### src/setl_pkg.sv
package setl_pkg;

	localparam logic [2:0] KIND_ACQ_PAGE  = 3'd0;
	localparam logic [2:0] KIND_REL_PAGE  = 3'd1;
	localparam logic [2:0] KIND_ACQ_TABLE = 3'd2;
	localparam logic [2:0] KIND_REL_TABLE = 3'd3;
	localparam logic [2:0] KIND_UPGRADE   = 3'd4;
	localparam logic [2:0] KIND_DOWNGRADE = 3'd5;

	localparam logic [1:0] ST_DONE     = 2'd0;
	localparam logic [1:0] ST_REFUSED  = 2'd1;
	localparam logic [1:0] ST_NO_ENTRY = 2'd2;
	localparam logic [1:0] ST_FULL     = 2'd3;

	localparam logic [15:0] CNT16_MAX = 16'hFFFF;
	localparam logic [31:0] CNT32_MAX = 32'hFFFF_FFFF;

	localparam logic [6:0] LIMIT_RESET = 7'd64;

	// result of comparing one stored entry against the current request
	typedef struct packed {
		logic key_eq;
		logic own_eq;
		logic excl;
	} match_t;

endpackage

### src/setl_match.sv
module setl_match #(
	parameter int ID_BITS = 32
) (
	input  logic [2*ID_BITS+1:0] entry,
	input  logic [ID_BITS:0]     key,
	input  logic [ID_BITS-1:0]   owner,
	output setl_pkg::match_t     result
);

	// entry layout from the top: {table flag, resource, owner, mode}
	always_comb begin
		result.key_eq = (entry[2*ID_BITS+1:ID_BITS+1] == key);
		result.own_eq = (entry[ID_BITS:1] == owner);
		result.excl   = entry[0];
	end

endmodule

### config.mk
export PLATFORM = sky130hd
export DESIGN_NAME = setl_match
export DESIGN_NICKNAME = d
export VERILOG_FILES = /design/src/setl_pkg.sv /design/src/setl_match.sv
export SDC_FILE = /design/constraint.sdc
export NUM_CORES = 1
export LEC_CHECK = 0
export ABC_AREA = 1
export BUFFER_PORTS_ARGS = -buffer_cell sky130_fd_sc_hd__buf_2
export CAP_MARGIN = 30
export CELL_PAD_IN_SITES_DETAIL_PLACEMENT = 1
export CELL_PAD_IN_SITES_GLOBAL_PLACEMENT = 1
export CORE_UTILIZATION = 19
export DETAILED_ROUTE_END_ITERATION = 8
export PLACE_DENSITY_LB_ADDON = 0.15
export SYNTH_ARGS = -nofsm -noshare
export SYNTH_HDL_FRONTEND = slang
export SYNTH_SLANG_ARGS = --single-unit
### constraint.sdc
create_clock -name vclk -period 1.47
set_clock_uncertainty 0.1 [all_clocks]
set_input_delay 0.0735 -clock vclk [all_inputs]
set_output_delay 0.0735 -clock vclk [all_outputs]
set_load 0.03 [all_outputs]
Word-level counts from Yosys, hierarchy flattened
Index checks and enable logic that the tools add are counted.

word-level totals
  logic and storage cells = 2
  bits of input ports = 131
  bits in registers = 0
  output and inout bits = 3

operators by class
  eq/ne operators = 2

operator list
  operator              number
  equality test 33 bit  1
  equality test 32 bit  1

Depth between registers and ports, before layout
  depth after elaboration = 1
  gate-level depth with buffers = 8
  mapped depth without buffers = 8

Worst setup path before layout
Ideal clock, no wire load.

  path kind = input port to output port
  start point = input owner[15]
  end point = output result[1] in the netlist's numbering
  path buffers = 0
  data required time = 1.297 ns
  stages = 6
  arrival = 0.908 ns
  setup slack = 0.388 ns
  cells stage by stage = xor2_1 > nor2_1 > nand2_1 > nor2_1 > nand2_1 > nor2_1

RTL lines
  what         RTL line         source
  from (decl)  setl_match.sv:6  input logic [ID_BITS-1:0] owner,
  to (decl)    setl_match.sv:7  output setl_pkg::match_t result

==> results_dict.tcl <==
set metrics [dict create \
    worst_slew_pin_slew_ns 0.150 \
    synth-compound-area-share_pct 2.50 \
    final_cell_mix "132 x buf_2, 77 x nand2_1, 41 x inv_1, 36 x nor2_1, 28 x xor2_1" \
    yosysWarnings 0 \
    fin_cells 407 \
    synthCells 206 \
    synth_area_leaders "nand2_1 29%, xor2_1 25%, inv_1 15%" \
    via_per_inst 3.82 \
    worst-path-buf-inv 2 \
    synthAdderAreaFrac_pct 0 \
    die-area_sq_um 5560 \
    avgRoutedWirePerCell_um 8.25 \
    startpoint_type "input pin" \
    multi_input_area_sq_um 838 \
    first_global_vias 1394 \
    grt_max_degree 3 \
    ioPinCount 134 \
    yosys.area_share.xor_xnor_pct 36.8 \
    syn_area_sq_um 1000 \
    required_ns 1.30 \
    wirelength_um 3360 \
    path_class "input pin to output port" \
    nFillCells 758 \
    synth_fp_nets 337 \
    yosys.area_share.simple_pct 44.6 \
    drt_iter0_markers 10 \
    min_to "result[0]" \
    fin_nets 470 \
    antennaDiodeCount 0 \
    firstDrtPassIters 2 \
    critPathArrivalTime_ns 0.97 \
    slew_viol_final 0 \
    final.setup.tns_ns 0 \
    power_frac_comb_pct 100.0 \
    cp.depth 9 \
    antenna_left 0 \
    gp_congestion 0.690 \
    grt_overflow 0 \
    p_clk_share_pct 0 \
    worstPathCellList "buf_2 -> nor2_1 -> nor2_1 -> nor2_1 -> nand2_1 -> nor2_1 -> nand3_1 -> nor2_1 -> buf_2" \
    numPortBuffers 132 \
    nClkBuffers 0 \
    crit_top_cell "nor2_1" \
    holdWs_ns 0.0471 \
    place_hpwl_um 3280 \
    setup_viol 0 \
    cts_hold_buf 0 \
    drc_errors 0 \
    grt_util_all_layers_pct 10.9 \
    crit_path_end_kind "output port" \
    antenna_found_initial 0 \
    hold_viol 0 \
    drv_cap 0 \
    synthDominantCellAreaShare_pct 28.9 \
    cpLargestDelayFamily "simple AND/OR/NAND/NOR gates" \
    p_leak_nw 1.14 \
    synth_top_cell_by_area "nand2_1" \
    post-route-period-util_pct 78.0 \
    p_seq_share_pct 0 \
    ys_seq_area_share_pct 0 \
    nFlopsAndLatches 0 \
    power_density_nw_per_um2 231 \
    hold_depth 0 \
    synth.distinct_cells 11 \
    synth_top_family_by_area "simple AND/OR/NAND/NOR gates" \
    rows 26 \
    max_stage_delay_ns 0.20 \
    cts_resized 0 \
    p_sw_w 0.000174 \
    maxSlewHeadroom_pct 89.9 \
    grt_first_pass_wirelength_um 5000 \
    placed_cells 407 \
    syn_to_final_growth_pct 74.1 \
    swShare_pct 43.3 \
    seqCellArea_sq_um 0 \
    min_from "entry[0]" \
    dieWidth_um 74.5 \
    mostFrequentLayoutCell "buf_2" \
    start_util_pct 19.7 \
    min_period_ns 1.15 \
    grt_setup_unrepaired "false" \
    p_int_w 0.000228 \
    synth_mux_area_share_pct 0 \
    layout-drive-gt1-share_pct 39.2 \
    crit_slowest_cell "buf_2" \
    coreArea_sq_um 5070 \
    hp-class "input pin to output port" \
    postCtsSetupBuffers 0 \
    dp_slack_ns 0.287 \
    die_y_um 74.5 \
    fmax_mhz 872 \
    crit_fanout 2 \
    num_vias 1555 \
    status "complete, no violations" \
    ir_worst_vdd_mv 0.0719 \
    syn_area_per_cell_sq_um 4.85 \
    finalWorstSetupSlack_ns 0.323 \
]
==> Yosys cell counts <==
cell type  instances
nand3_1            2
o21ai_0            4
nor2_1            36
nand4_1            1
xor2_1            28
buf_4              1
nand2_1           77
a21oi_1            1
nor3_1             1
xnor2_1           14
inv_1             41
==> cells by family (layout without fill, tap and decap cells) <==
logic type	count (synthesis)	in the layout
simple gates	117	117
compound gates	5	5
xor+xnor	42	42
buf+inv	42	173
==> cell type report <==
type | instances | share of cell area [%]
Inverter | 41 | 8.84
Multi-Input combinational cell | 164 | 48.2
Tap cell | 70 | 5.03
Timing Repair Buffer | 132 | 38.0
==> per-layer routing <==
metal	vias to the layer above	wire length [um]	GRT usage [%]	share of wire, %
met1	644	1290	12.2	39
met5	-	0	0	0
met4	0	12	0.419	0.36
li1	849	-	-	-
met2	60	1790	22.3	53
met3	2	264	1.36	7.9
==> through the flow <==
step / power [W] / util (%) / instance area [sq um]
finish: 0.000403 / 34.3 / 1740
global route: 0.000464 / 34.3 / 1740
CTS: 0.000412 / 34.3 / 1740
detailed placement: 0.000410 / 34.3 / 1740
global placement: 0.000402 / 34.3 / 1740
floorplan: 0.000190 / - / 1000
==> power groups by stage <==
stage | sequential (W) | combinational (W) | clock, W
finish | 0 | 0.000403 | 0
detailed placement | 0 | 0.000410 | 0
CTS | 0 | 0.000412 | 0
floorplan | 0 | 0.000190 | 0
global placement | 0 | 0.000402 | 0
global route | 0 | 0.000464 | 0
==> how the worst max path moves through the flow <==
stage | from | end
5_1_grt | key[18] | result[2]
6_report | key[10] | result[2]
4_1_cts | entry[61] | result[2]
3_5_place_dp | key[10] | result[2]
3_3_place_gp | key[10] | result[2]
2_1_floorplan | owner[15] | result[1]
Note: power is estimated with default switching activity, not from simulation.
