--- src/setl_ram.sv ---
module setl_ram #(
	parameter int WIDTH = 66,
	parameter int DEPTH = 64
) (
	input  logic                     clk,
	input  logic                     we,
	input  logic [$clog2(DEPTH)-1:0] waddr,
	input  logic [WIDTH-1:0]         wdata,
	input  logic [$clog2(DEPTH)-1:0] raddr,
	output logic [WIDTH-1:0]         rdata
);

	logic [WIDTH-1:0] mem [DEPTH];

	always_ff @(posedge clk) begin
		if (we) begin
			mem[waddr] <= wdata;
		end
		rdata <= mem[raddr];
	end

endmodule

--- config.mk ---
export PLATFORM = sky130hd
export DESIGN_NAME = setl_ram
export DESIGN_NICKNAME = d
export VERILOG_FILES = /design/src/setl_ram.sv
export SDC_FILE = /design/constraint.sdc
export NUM_CORES = 2
export LEC_CHECK = 0
export BUFFER_PORTS_ARGS = -buffer_cell sky130_fd_sc_hd__buf_2
export CORE_MARGIN = 2
export CORE_UTILIZATION = 55
export DETAILED_ROUTE_END_ITERATION = 7
export PLACE_DENSITY = 0.7
export SLEW_MARGIN = 20
export SYNTH_ARGS = -nofsm -noshare
export SYNTH_HDL_FRONTEND = slang
export SYNTH_MEMORY_MAX_BITS = 65536
export SYNTH_SLANG_ARGS = --single-unit
--- constraint.sdc ---
create_clock -name clk -period 6.14 [get_ports clk]
set_input_delay 0.614 -clock clk [delete_from_list [all_inputs] [get_ports clk]]
set_output_delay 0.614 -clock clk [all_outputs]
set_load 0.005 [all_outputs]
# [Yosys cells after proc, flatten, opt, wreduce, memory -nomap -nowiden]
# Memory sizes are Yosys's and may differ from the RTL's. A register that Yosys moved wholly into a read port is not among the register bits.
# Index checks and enable logic that the tools add are counted.
[totals] ram_bits=4224 memories=1 out_inout_bits=66 input_bits=80 regBits=0
[memory_table] memory="mem" words=64 width=66 read_ports=1 rd_ports_with_merged_regs=1 write_ports=1 line="13" rtl="logic [WIDTH-1:0] mem [DEPTH];"
[classes] muxes=2
[op_table] cell="1-bit two-way mux" count=2

# [Depth between registers and ports, before layout]
[depth] depth_word=2 depth_mapped=10 depth_no_buf=5

# [Least setup slack after synthesis]
# OpenSTA, ideal clock, no wires.
[synth_path] path_kind="input -> register" startpoint="in waddr[3]" endpoint="mem mem[48][0] (enable)" stages=4 arrival_ps=5594 setup_ps=571 required_ps=5569 path_slack_ps=-25 cell_sequence="clkbuf_1 > nor2b_1 > nand4b_1 > nor3_1"
[synth_lines] element="start, declared" line="7" rtl="input logic [$clog2(DEPTH)-1:0] waddr,"
[synth_lines] element="end, declared" line="13"
# Straight into the memory's write port.

==> flow_summary.json <==
{
  "dp_hpwl_um": 236000,
  "grt_pass1_wl_um": 617000,
  "h-tree-depth": 5,
  "viasPerCell": 6.98,
  "worst_path_largest_cell_delay_ns": 0.73,
  "status": "completed",
  "grt_setup_unrepaired": "no",
  "fin_hold_ws_ns": 0.0851,
  "place.port_buffers": 145,
  "firstDrtPassIters": 5,
  "vias": 80200,
  "cts_tree": "built",
  "ir_worst_vdd_uv": 300,
  "muxShareOfSynthArea_pct": 14.8,
  "cp-end-kind": "register",
  "cts-resized-gates": 0,
  "overflow": 0,
  "synth_nets": 6932,
  "finalSetupViolations": 0,
  "dieArea_um2": 296000,
  "power_frac_comb_pct": 4.4,
  "antenna_found_initial": 46,
  "syn_inst": 6852,
  "start_util_pct": 55.2,
  "p_leak_nw": 56.0,
  "period_needed_ns": 3.14,
  "wl_per_cell_um": 38.6,
  "worst_pin_slew_ns": 1.21,
  "ys_top_cells_by_count": "edfxtp_1, mux4_2, o22ai_1",
  "async_flop_share_pct": 0,
  "clock_skew_ns": 0.0443,
  "fin_ws_ns": 3.00,
  "critPathKind": "in2reg",
  "io_pins": 146,
  "synth_top_family_by_area": "multiplexers",
  "areaGrowthSynthToFinish_pct": 12.8,
  "synth.area.top_cells": "edfxtp_1, mux4_2, o22ai_1",
  "grt_pass1_vias": 78800,
  "slew_headroom_pct": 19.2,
  "fin_nets": 7310,
  "yosysSeqAreaShare_pct": 79.9,
  "max_freq_ghz": 0.318,
  "power_density_nw_per_um2": 337,
  "grt_max_degree": 125,
  "post_cts_buffers": 0,
  "die_h_um": 544,
  "fin_cells": 11500,
  "ys.flop_type": "edfxtp_1",
  "crit_chain": "buf_4, buf_4, or3_4, buf_4, o22ai_1, nor4_1, o22a_1",
  "synth_top_area_share_pct": 79.0,
  "drt_iter0_drc": 13300,
  "core_um2": 291000,
  "postRouteAntennaNets": 0,
  "synth_top_area_cell": "edfxtp_1",
  "grt_usage_pct": 30.1,
  "required_ns": 7.02,
  "fin_crit_sh_pct": 51.2,
  "cts_buffers": 412,
  "synth_simple_gate_area_share_pct": 1.31,
  "max-clock-path-buffers": 4,
  "post-place-cells": 10700,
  "clock_sinks": 4290,
  "crit_path_max_fanout": 29,
  "hold_viol_final": 0,
  "synth_xor_area_share_pct": 0,
  "synth_edf_count": 4224,
  "drive_gt1_share_pct": 27.5,
  "synth_warnings": 0,
  "synth_compound_gate_area_share_pct": 2.79,
  "startpoint_type": "input pin",
  "drv_slew": 0,
  "synthAdderAreaFrac_pct": 0,
  "die_w_um": 544,
  "hold_path.class": "in2reg",
  "cap_violations": 0,
  "worstPathArrival_ns": 4.02,
  "synth_cell_types": 36,
  "cts_root_buf": "clkbuf_16",
  "cpMostUsedCell": "buf_4",
  "p_int_mw": 48.3,
  "p_sw_mw": 12.8,
  "gp_congestion": 0.823,
  "ys_seq_elements": 4290,
  "clk_latency_ns": 0.95,
  "p_seq_share_pct": 53.3,
  "p_clk_share_pct": 42.2,
  "synth_area_um2": 160000,
  "yosysMostFrequentCell": "edfxtp_1",
  "finalPower_mw": 61.1,
  "synth_area_per_cell_um2": 23.4,
  "drc": 0,
  "cp_slowest_cell": "buf_4",
  "ctsHoldBuffers": 0,
  "drt-total-wl_um": 443000,
  "nFillCells": 18800,
  "row_count": 198,
  "setup_tns_ns": 0,
  "swShare_pct": 20.9,
  "place_ws_ns": 2.10,
  "clk_pin_slew_ns": 0.06
}
==> layout make-up <==
| type | count | area, um2 | share of cell area [%] |
|---|---|---|---|
| Antenna cell | 29 | 72.6 | 0.0401 |
| Clock buffer | 521 | 11100 | 6.11 |
| Clock inverter | 229 | 2620 | 1.45 |
| Timing Repair Buffer | 363 | 3240 | 1.79 |
| Sequential cell | 4290 | 128000 | 70.8 |
| Multi-Input combinational cell | 2163 | 31000 | 17.1 |
| Tap cell | 3900 | 4880 | 2.70 |
==> power groups by stage <==
stage	Sequential, mW	Combinational [mW]	Clock (mW)
after floorplan	33.1	1.48	0
after global placement	33.2	2.62	0
after detailed placement	33.2	2.67	0
after CTS	32.6	2.68	26.0
after global routing	32.6	2.84	27.1
final	32.6	2.70	25.8
==> through the flow <==
step	area, um2	utilization [%]
6_report	181000	62.3
5_1_grt	181000	62.3
4_1_cts	181000	62.2
3_5_place_dp	167000	57.5
3_3_place_gp	167000	57.5
2_1_floorplan	161000	-
==> worst paths after layout <==
kind                               from                    end  slack [ns]  cells after the start
setup / recovery               raddr[3]       rdata[8]$_DFF_P_        3.00                      7
hold / removal                wdata[27]  mem[16][27]$_DFFE_PP_        0.09                      1
hold reg to reg   mem[44][49]$_DFFE_PP_      rdata[49]$_DFF_P_        0.83                      4
setup reg to reg  mem[48][10]$_DFFE_PP_      rdata[10]$_DFF_P_        4.21                      5
==> critical path: cells and delay by family <==
family,cells,cell delay [ns]
AOI/OAI and AO/OA,2,0.43
buffers and inverters,3,1.58
and+or+nand+nor,2,1.32
==> logic make-up after synthesis <==
| family | count (synthesis) |
|---|---|
| AOI/OAI and AO/OA | 634 |
| buffers and inverters | 399 |
| DFF | 4290 |
| muxes | 1118 |
| and+or+nand+nor | 411 |
==> state kept, by name, indices dropped and copies added, names as in the netlist <==
name and cells:
mem 4224, rdata 66
==> routing by layer <==
metal | vias to the layer above | routed length (um) | track usage [%]
li1 | 30400 | - | -
met1 | 42900 | 160000 | 42.6
met2 | 5956 | 210000 | 46.6
met3 | 944 | 56500 | 7.03
met4 | 28 | 17000 | 10.4
met5 | - | 194 | 0
==> layout by cell type, fill, tap and decap left out, types with 4 or more instances in the layout <==
cell           n
nor2_1        57
inv_16         5
inv_6          8
buf_2        108
a211oi_1     106
nand2_4        5
dfxtp_1       66
nor4_1        56
clkinv_1      62
a22oi_1       53
diode_2       29
o211ai_1       7
nand3_1       25
clkinv_2      77
nor3_1        55
mux2i_1      102
o221ai_1      66
bufinv_16     52
a21oi_1       12
o22ai_1      318
buf_4        192
o22a_1        56
clkbuf_16    416
clkbuf_1      80
nand2_1       21
mux2_2         7
edfxtp_1    4224
clkbuf_8      25
nand2b_4       6
clkinvlp_4    16
nor2_4        62
mux4_2      1009
a31oi_1       10
and3_1         7
or2_2          5
buf_12        60
nor2b_1       86
clkinv_8       4
Note: power is estimated with default switching activity, not from simulation.
